`config.mk`:
```
export PLATFORM = sky130hd
export DESIGN_NAME = serial_command_frame_transmitter_core
export DESIGN_NICKNAME = d
export VERILOG_FILES = /design/src/rtl/core/scft_pkg.sv /design/src/rtl/core/scft_csr.sv /design/src/rtl/core/scft_engine.sv /design/src/rtl/core/scft_outq.sv /design/src/rtl/core/serial_command_frame_transmitter_core.sv
export SDC_FILE = /design/constraint.sdc
export NUM_CORES = 1
export LEC_CHECK = 0
export ABC_AREA = 1
export BUFFER_PORTS_ARGS = -buffer_cell sky130_fd_sc_hd__buf_2
export CORE_ASPECT_RATIO = 1.75
export CORE_MARGIN = 4
export CORE_UTILIZATION = 57
export DETAILED_ROUTE_END_ITERATION = 10
export PLACE_DENSITY = 0.79
export SYNTH_ARGS = -nofsm -noshare
export SYNTH_HDL_FRONTEND = slang
export SYNTH_SLANG_ARGS = --single-unit
```
`constraint.sdc`:
```
create_clock -name clock -period 4 [get_ports clock]
set_input_delay 0.8 -clock clock [delete_from_list [all_inputs] [get_ports clock]]
set_output_delay 0.8 -clock clock [all_outputs]
set_load 0.02 [all_outputs]
```
`src/rtl/core/scft_pkg.sv`:
```
// Shared types, constants and frame helpers for the serial command frame transmitter.
`timescale 1ns / 1ps

package scft_pkg;

   localparam int unsigned TickWidth = 16;
   localparam int unsigned ByteWidth = 8;
   localparam int unsigned PhaseWidth = 4;
   localparam int unsigned PosWidth = 3;
   localparam int unsigned CsrAddrWidth = 4;
   localparam int unsigned CsrDataWidth = 32;
   localparam int unsigned QueueCountWidth = 2;

   localparam logic [TickWidth-1:0] TicksReset = 16'd14;

   localparam logic [PhaseWidth-1:0] PhaseStart = 4'd0;
   localparam logic [PhaseWidth-1:0] PhaseFirstData = 4'd1;
   localparam logic [PhaseWidth-1:0] PhaseLastData = 4'd8;
   localparam logic [PhaseWidth-1:0] PhaseStop = 4'd9;
   localparam logic [PosWidth-1:0] FirstByte = 3'd0;
   localparam logic [PosWidth-1:0] LastByte = 3'd7;

   localparam logic [ByteWidth-1:0] FrameSync = 8'h7E;
   localparam logic [ByteWidth-1:0] FrameVersion = 8'hFF;
   localparam logic [ByteWidth-1:0] FrameLength = 8'h06;
   localparam logic [ByteWidth-1:0] FrameZero = 8'h00;
   localparam logic [ByteWidth-1:0] FrameEnd = 8'hEF;

   localparam logic FuncTick = 1'b0;
   localparam logic FuncSend = 1'b1;

   typedef enum logic [1:0] {
      REG_START_TICKS = 2'd0,
      REG_BIT_TICKS = 2'd1,
      REG_STOP_TICKS = 2'd2
   } reg_index_type;

   typedef struct packed {
      logic [TickWidth-1:0] start_ticks;
      logic [TickWidth-1:0] bit_ticks;
      logic [TickWidth-1:0] stop_ticks;
   } timing_type;

   typedef struct packed {
      logic tx_line;
      logic busy_res;
      logic accepted;
      logic frame_done;
   } result_type;

   function automatic logic [ByteWidth-1:0] frame_byte(
      input logic [PosWidth-1:0] pos,
      input logic [ByteWidth-1:0] command,
      input logic [ByteWidth-1:0] parameter_byte
   );
      logic [ByteWidth-1:0] value;
      case (pos)
         3'd0: value = FrameSync;
         3'd1: value = FrameVersion;
         3'd2: value = FrameLength;
         3'd3: value = command;
         3'd4: value = FrameZero;
         3'd5: value = FrameZero;
         3'd6: value = parameter_byte;
         default: value = FrameEnd;
      endcase
      return value;
   endfunction

endpackage

```
`src/rtl/core/scft_csr.sv`:
```
// Timing register file behind the APB-style configuration port.
`timescale 1ns / 1ps

module scft_csr (
   input logic clock,
   input logic reset,
   input logic csr_psel,
   input logic csr_penable,
   input logic csr_pwrite,
   input logic [scft_pkg::CsrAddrWidth-1:0] csr_paddr,
   input logic [scft_pkg::CsrDataWidth-1:0] csr_pwdata,
   output logic [scft_pkg::CsrDataWidth-1:0] csr_prdata,
   output logic csr_pready,
   output scft_pkg::timing_type timing
);
   import scft_pkg::*;

   logic [TickWidth-1:0] start_ticks_ff;
   logic [TickWidth-1:0] bit_ticks_ff;
   logic [TickWidth-1:0] stop_ticks_ff;
   logic write_en;
   logic [TickWidth-1:0] read_value;

   assign csr_pready = 1'b1;
   assign write_en = csr_psel && csr_penable && csr_pwrite;

   always_ff @(posedge clock) begin
      if (reset) begin
         start_ticks_ff <= TicksReset;
         bit_ticks_ff <= TicksReset;
         stop_ticks_ff <= TicksReset;
      end else if (write_en) begin
         case (csr_paddr[3:2])
            REG_START_TICKS: start_ticks_ff <= csr_pwdata[TickWidth-1:0];
            REG_BIT_TICKS: bit_ticks_ff <= csr_pwdata[TickWidth-1:0];
            REG_STOP_TICKS: stop_ticks_ff <= csr_pwdata[TickWidth-1:0];
            default: ;
         endcase
      end
   end

   always_comb begin
      case (csr_paddr[3:2])
         REG_START_TICKS: read_value = start_ticks_ff;
         REG_BIT_TICKS: read_value = bit_ticks_ff;
         REG_STOP_TICKS: read_value = stop_ticks_ff;
         default: read_value = '0;
      endcase
   end

   assign csr_prdata = {{(CsrDataWidth-TickWidth){1'b0}}, read_value};

   assign timing.start_ticks = start_ticks_ff;
   assign timing.bit_ticks = bit_ticks_ff;
   assign timing.stop_ticks = stop_ticks_ff;

endmodule

```
`src/rtl/core/scft_engine.sv`:
```
// Frame sequencer: bit timing, byte shifting and line level, one request per cycle while step is high.
`timescale 1ns / 1ps

module scft_engine (
   input logic clock,
   input logic reset,
   input logic step,
   input logic func,
   input logic [scft_pkg::ByteWidth-1:0] command,
   input logic [scft_pkg::ByteWidth-1:0] parameter_req,
   input scft_pkg::timing_type timing,
   output scft_pkg::result_type result
);
   import scft_pkg::*;

   logic sending_ff, sending_in;
   logic [PosWidth-1:0] byte_position_ff, byte_position_in;
   logic [PhaseWidth-1:0] bit_phase_ff, bit_phase_in;
   logic [TickWidth-1:0] tick_count_ff, tick_count_in;
   logic [ByteWidth-1:0] shift_byte_ff, shift_byte_in;
   logic [ByteWidth-1:0] held_command_ff, held_command_in;
   logic [ByteWidth-1:0] held_parameter_ff, held_parameter_in;
   logic line_level_ff, line_level_in;
   logic accepted;
   logic done;
   logic [TickWidth-1:0] tick_next;
   logic [TickWidth-1:0] phase_len;
   logic [ByteWidth-1:0] shifted;
   logic [PosWidth-1:0] next_position;

   always_comb begin
      if (bit_phase_ff == PhaseStart) begin
         phase_len = timing.start_ticks;
      end else if (bit_phase_ff <= PhaseLastData) begin
         phase_len = timing.bit_ticks;
      end else begin
         phase_len = timing.stop_ticks;
      end
      if (phase_len == '0) begin
         phase_len = {{(TickWidth-1){1'b0}}, 1'b1};
      end
   end

   assign tick_next = tick_count_ff + {{(TickWidth-1){1'b0}}, 1'b1};
   assign shifted = {1'b0, shift_byte_ff[ByteWidth-1:1]};
   assign next_position = byte_position_ff + {{(PosWidth-1){1'b0}}, 1'b1};

   always_comb begin
      sending_in = sending_ff;
      byte_position_in = byte_position_ff;
      bit_phase_in = bit_phase_ff;
      tick_count_in = tick_count_ff;
      shift_byte_in = shift_byte_ff;
      held_command_in = held_command_ff;
      held_parameter_in = held_parameter_ff;
      line_level_in = line_level_ff;
      accepted = 1'b0;
      done = 1'b0;
      if (func == FuncSend) begin
         if (!sending_ff) begin
            held_command_in = command;
            held_parameter_in = parameter_req;
            sending_in = 1'b1;
            byte_position_in = FirstByte;
            bit_phase_in = PhaseStart;
            tick_count_in = '0;
            shift_byte_in = FrameSync;
            line_level_in = 1'b0;
            accepted = 1'b1;
         end
      end else if (sending_ff) begin
         tick_count_in = tick_next;
         if (tick_next >= phase_len) begin
            tick_count_in = '0;
            if (bit_phase_ff == PhaseStart) begin
               bit_phase_in = PhaseFirstData;
               line_level_in = shift_byte_ff[0];
            end else if (bit_phase_ff < PhaseLastData) begin
               shift_byte_in = shifted;
               bit_phase_in = bit_phase_ff + {{(PhaseWidth-1){1'b0}}, 1'b1};
               line_level_in = shifted[0];
            end else if (bit_phase_ff == PhaseLastData) begin
               shift_byte_in = shifted;
               bit_phase_in = PhaseStop;
               line_level_in = 1'b1;
            end else if (byte_position_ff == LastByte) begin
               sending_in = 1'b0;
               byte_position_in = FirstByte;
               bit_phase_in = PhaseStart;
               line_level_in = 1'b1;
               done = 1'b1;
            end else begin
               byte_position_in = next_position;
               shift_byte_in = frame_byte(next_position, held_command_ff, held_parameter_ff);
               bit_phase_in = PhaseStart;
               line_level_in = 1'b0;
            end
         end
      end
   end

   always_ff @(posedge clock) begin
      if (reset) begin
         sending_ff <= 1'b0;
         byte_position_ff <= FirstByte;
         bit_phase_ff <= PhaseStart;
         tick_count_ff <= '0;
         shift_byte_ff <= '0;
         held_command_ff <= '0;
         held_parameter_ff <= '0;
         line_level_ff <= 1'b1;
      end else if (step) begin
         sending_ff <= sending_in;
         byte_position_ff <= byte_position_in;
         bit_phase_ff <= bit_phase_in;
         tick_count_ff <= tick_count_in;
         shift_byte_ff <= shift_byte_in;
         held_command_ff <= held_command_in;
         held_parameter_ff <= held_parameter_in;
         line_level_ff <= line_level_in;
      end
   end

   assign result.tx_line = line_level_in;
   assign result.busy_res = sending_in;
   assign result.accepted = accepted;
   assign result.frame_done = done;

endmodule

```
`src/rtl/core/scft_outq.sv`:
```
// Two-entry result buffer that lets the engine run while the receiver stalls.
`timescale 1ns / 1ps

module scft_outq (
   input logic clock,
   input logic reset,
   input logic push,
   input scft_pkg::result_type push_data,
   output logic push_ready,
   output logic rsp_valid,
   input logic rsp_stall,
   output scft_pkg::result_type head
);
   import scft_pkg::*;

   logic [QueueCountWidth-1:0] count_ff;
   result_type slot0_ff;
   result_type slot1_ff;
   logic pop;

   assign rsp_valid = (count_ff != '0);
   assign pop = rsp_valid && !rsp_stall;
   assign push_ready = (count_ff != 2'd2) || pop;
   assign head = slot0_ff;

   always_ff @(posedge clock) begin
      if (reset) begin
         count_ff <= '0;
      end else if (push && !pop) begin
         count_ff <= count_ff + 2'd1;
      end else if (pop && !push) begin
         count_ff <= count_ff - 2'd1;
      end
   end

   always_ff @(posedge clock) begin
      if (push && pop) begin
         if (count_ff == 2'd2) begin
            slot0_ff <= slot1_ff;
            slot1_ff <= push_data;
         end else begin
            slot0_ff <= push_data;
         end
      end else if (pop) begin
         slot0_ff <= slot1_ff;
      end else if (push) begin
         if (count_ff == '0) begin
            slot0_ff <= push_data;
         end else begin
            slot1_ff <= push_data;
         end
      end
   end

endmodule

```
`src/rtl/core/serial_command_frame_transmitter_core.sv`:
```
// A request passes the input register, then its result waits in the result buffer.
// Throughput: one request per cycle while the result buffer has room to take it.
// A two-entry result buffer keeps requests flowing while the result side stalls.
// Reset (synchronous, active high) idles the line high and sets all timing registers to 14.
// Top level of the serial command frame transmitter.
`timescale 1ns / 1ps

module serial_command_frame_transmitter_core (
   input logic clock,
   input logic reset,
   input logic req_valid,
   output logic req_stall,
   input logic req_func,
   input logic [scft_pkg::ByteWidth-1:0] req_command,
   input logic [scft_pkg::ByteWidth-1:0] req_parameter_req,
   output logic rsp_valid,
   input logic rsp_stall,
   output logic rsp_tx_line,
   output logic rsp_busy_res,
   output logic rsp_accepted,
   output logic rsp_frame_done,
   input logic csr_psel,
   input logic csr_penable,
   input logic csr_pwrite,
   input logic [scft_pkg::CsrAddrWidth-1:0] csr_paddr,
   input logic [scft_pkg::CsrDataWidth-1:0] csr_pwdata,
   output logic [scft_pkg::CsrDataWidth-1:0] csr_prdata,
   output logic csr_pready
);
   import scft_pkg::*;

   logic in_valid_ff, in_valid_in;
   logic in_func_ff;
   logic [ByteWidth-1:0] in_command_ff;
   logic [ByteWidth-1:0] in_parameter_ff;
   logic req_take;
   logic step;
   logic push_ready;
   timing_type timing;
   result_type result;
   result_type head;

   assign step = in_valid_ff && push_ready;
   assign req_stall = in_valid_ff && !push_ready;
   assign req_take = req_valid && !req_stall;
   assign in_valid_in = req_take || (in_valid_ff && !step);

   always_ff @(posedge clock) begin
      if (reset) begin
         in_valid_ff <= 1'b0;
      end else begin
         in_valid_ff <= in_valid_in;
      end
   end

   always_ff @(posedge clock) begin
      if (req_take) begin
         in_func_ff <= req_func;
         in_command_ff <= req_command;
         in_parameter_ff <= req_parameter_req;
      end
   end

   scft_csr u_csr (
      .clock(clock),
      .reset(reset),
      .csr_psel(csr_psel),
      .csr_penable(csr_penable),
      .csr_pwrite(csr_pwrite),
      .csr_paddr(csr_paddr),
      .csr_pwdata(csr_pwdata),
      .csr_prdata(csr_prdata),
      .csr_pready(csr_pready),
      .timing(timing)
   );

   scft_engine u_engine (
      .clock(clock),
      .reset(reset),
      .step(step),
      .func(in_func_ff),
      .command(in_command_ff),
      .parameter_req(in_parameter_ff),
      .timing(timing),
      .result(result)
   );

   scft_outq u_outq (
      .clock(clock),
      .reset(reset),
      .push(step),
      .push_data(result),
      .push_ready(push_ready),
      .rsp_valid(rsp_valid),
      .rsp_stall(rsp_stall),
      .head(head)
   );

   assign rsp_tx_line = head.tx_line;
   assign rsp_busy_res = head.busy_res;
   assign rsp_accepted = head.accepted;
   assign rsp_frame_done = head.frame_done;

endmodule

```
==> impl_metrics.tcl <==
set metrics [dict create \
    synth_area_per_cell_um2 7.68 \
    seqPwrFrac_pct 39.1 \
    drv_cap 0 \
    syn2layout_area_growth_pct 12.9 \
    synth_most_common_cell "nand2_1" \
    fin_crit_ps 3600 \
    start_kind "register" \
    drtPass1Iterations 6 \
    drc 0 \
    hold_ws_ps 445 \
    path_max_fanout 26 \
    nets 994 \
    cp_slowest_stage_delay_ps 340 \
    vdd_ir_drop_max_mv 0.359 \
    rsz0062_at_grt "false" \
    reg2reg_from "u_engine.bit_phase_ff[0]$_SDFFE_PP0P_" \
    cts_tree "yes" \
    num_io_pins 99 \
    grt_start_max_net_pins 72 \
    wl_um 15500 \
    grt_pass1_vias 5636 \
    cts_root_buf "clkbuf_16" \
    n_fill_cell 975 \
    core_area_um2 11200 \
    synthFlopType "dfxtp_1" \
    overflow 0 \
    cp.arrival_ps 3910 \
    synth_cell_types 41 \
    period_share_pct 89.9 \
    drtIter0Drc 318 \
    p_sw_share_pct 30.7 \
    vias 5797 \
    hold_path_depth 2 \
    status "complete, no violations" \
    portBuffers 63 \
    p_comb_share_pct 19.8 \
    min_path_type "reg2reg" \
    synth_area_leader_cell "dfxtp_1" \
    postCtsSetupRepairBufs 0 \
    initial_core_util_pct 58.7 \
    clock.fmax_mhz 278 \
    maxSlewViolCount 0 \
    antenna_found_initial 0 \
    min_from "u_engine.shift_byte_ff[2]$_SDFFE_PP0P_" \
    worstPathRequired_ps 4310 \
    skew_ps 10.2 \
    p_leak_nw 3.17 \
    grt_usage_pct 24.2 \
    power_frac_clock_pct 41.2 \
    cts_made_buffers 17 \
    grt_pass1_wl_um 25400 \
    r2r_cells 25 \
    dp_hpwl_um 10900 \
    insertion_delay_ps 420 \
    async_flop_share_pct 0 \
    crit_slowest_cell "dfxtp_1" \
    yosysWarnings 0 \
    synth_area_leaders "dfxtp_1, edfxtp_1, a21oi_1, nand2_1, o21ai_0" \
    power_density_nw_per_um2 497 \
    synthCells 854 \
    synth_commonest_cells "nand2_1, inv_1, dfxtp_1" \
    cts_buffer_depth 2 \
    diodes 0 \
    power_switching_mw 1.13 \
    rows 51 \
    yosysTopAreaCellShare_pct 30.5 \
    setup_tns_ps 0 \
    p_int_mw 2.55 \
    slew_headroom_pct 53.6 \
    crit_top_cell "nand2_1" \
    wl_per_cell_um 14.8 \
    end_kind "register" \
    viasPerCell 5.51 \
    die_area_um2 13400 \
    ctsHtreeMaxLevel 4 \
    ys_seq_area_share_pct 42.0 \
    critical_path_class "reg2reg" \
    layout-drive-gt1-share_pct 14.0 \
    finalSetupViolations 0 \
    cts.clk_slew.worst_paths_ps 60 \
    crit_start "u_engine.bit_phase_ff[0]$_SDFFE_PP0P_" \
    worstMarginPinSlew_ps 694 \
    netlist_area_um2 6560 \
    hold_viol_final 0 \
    die_x_um 89.1 \
    ys_ff_latch 125 \
    synth_edf_count 25 \
    die_height_um 150 \
    drtAntennaViolNets 0 \
    gp_congestion 0.945 \
    cts.sinks 125 \
]
==> final cells by class <==
| class | instances | area (um^2) | area share [%] |
|---|---|---|---|
| Timing Repair Buffer | 67 | 345 | 4.66 |
| Multi-Input combinational cell | 573 | 3090 | 41.8 |
| Clock buffer | 19 | 443 | 5.98 |
| Clock inverter | 13 | 136 | 1.84 |
| Inverter | 123 | 467 | 6.30 |
| Sequential cell | 125 | 2750 | 37.2 |
| Tap cell | 132 | 165 | 2.23 |
==> logic make-up (layout without fill, tap and decap cells) <==
logic type / count (synthesis) / count (layout) / share of synthesized area, %
AOI/OAI and AO/OA: 239 / 239 / 20.5
other: 2 / 17 / 0.115
adders and majority gates: 27 / 27 / 5.15
and+or+nand+nor: 275 / 275 / 18.6
DFF: 125 / 125 / 42.0
buffers and inverters: 171 / 222 / 11.7
xor gates and xnor gates: 15 / 15 / 2.00
==> power by group through the flow <==
| stage | clock network [mW] | registers, mW | logic (mW) |
|---|---|---|---|
| floorplan | 0 | 1.47 | 0.549 |
| global placement | 0 | 1.46 | 0.706 |
| detailed placement | 0 | 1.46 | 0.717 |
| CTS | 1.53 | 1.44 | 0.725 |
| global route | 1.58 | 1.45 | 0.831 |
| finish | 1.51 | 1.44 | 0.727 |
==> through the flow <==
stage | utilization, % | setup WS, ps | cell area, um^2 | cells | total power [mW]
after floorplan | - | 1110 | 6620 | 869 | 2.02
after global placement | 61.1 | 546 | 6820 | 1020 | 2.17
after detailed placement | 61.1 | 462 | 6820 | 1020 | 2.18
after CTS | 66.3 | 380 | 7400 | 1052 | 3.69
after global routing | 66.3 | 42.0 | 7400 | 1052 | 3.86
final | 66.3 | 404 | 7400 | 1052 | 3.68
==> worst max-delay path: cells and delay by family, from the launching register on <==
family | cells | cell delay [ps]
AO/OA/AOI/OAI | 3 | 520
buffers and inverters | 3 | 430
adder cells (fa/ha/maj) | 2 | 480
flip-flops | 1 | 340
AND/OR/NAND/NOR | 17 | 1700
==> routing by layer <==
metal	GRT usage [%]	wire (um)	vias up
met2	43.9	8320	162
met3	4.57	726	38
met5	0	0	-
met4	12.5	587	0
met1	25.3	5890	2652
li1	-	-	2945
==> timing repair <==
action,4_1_cts,5_1_grt
endpoints found under the setup margin,0,2
resized for setup,0,1
hold buffers,0,0
==> registers in the layout, indices dropped and copies added (netlist names) <==
register,flops
u_csr.bit_ticks_ff,16
u_engine.byte_position_ff,3
u_engine.held_parameter_ff,8
u_engine.sending_ff,1
u_csr.start_ticks_ff,16
u_outq.head,4
u_engine.shift_byte_ff,8
u_engine.line_level_ff,1
u_csr.stop_ticks_ff,16
in_valid_ff,1
in_func_ff,1
u_engine.tick_count_ff,16
u_outq.slot1_ff,4
u_engine.bit_phase_ff,4
in_command_ff,8
u_engine.held_command_ff,8
in_parameter_ff,8
u_outq.count_ff,2
==> path summary, 6_finish.rpt <==
check                           slack (ps)                                 endpoint
worst min register to register         440   u_engine.shift_byte_ff[2]$_SDFFE_PP0P_
worst min-delay path                   440   u_engine.shift_byte_ff[2]$_SDFFE_PP0P_
worst max-delay path                   400  u_engine.tick_count_ff[13]$_SDFFE_PP0P_
worst max register to register         400  u_engine.tick_count_ff[13]$_SDFFE_PP0P_
==> cell usage in the layout, fill, tap and decap left out, types with 13 or more instances in the layout <==
cell,instances
buf_2,63
o21ai_0,81
ha_1,27
nand2_1,129
clkbuf_16,17
edfxtp_1,25
o221ai_1,16
a21oi_1,97
nand3_1,38
nor2_1,74
dfxtp_1,100
inv_1,108
xor2_1,13
conb_1,17
Note: power is estimated with default switching activity, not from simulation.
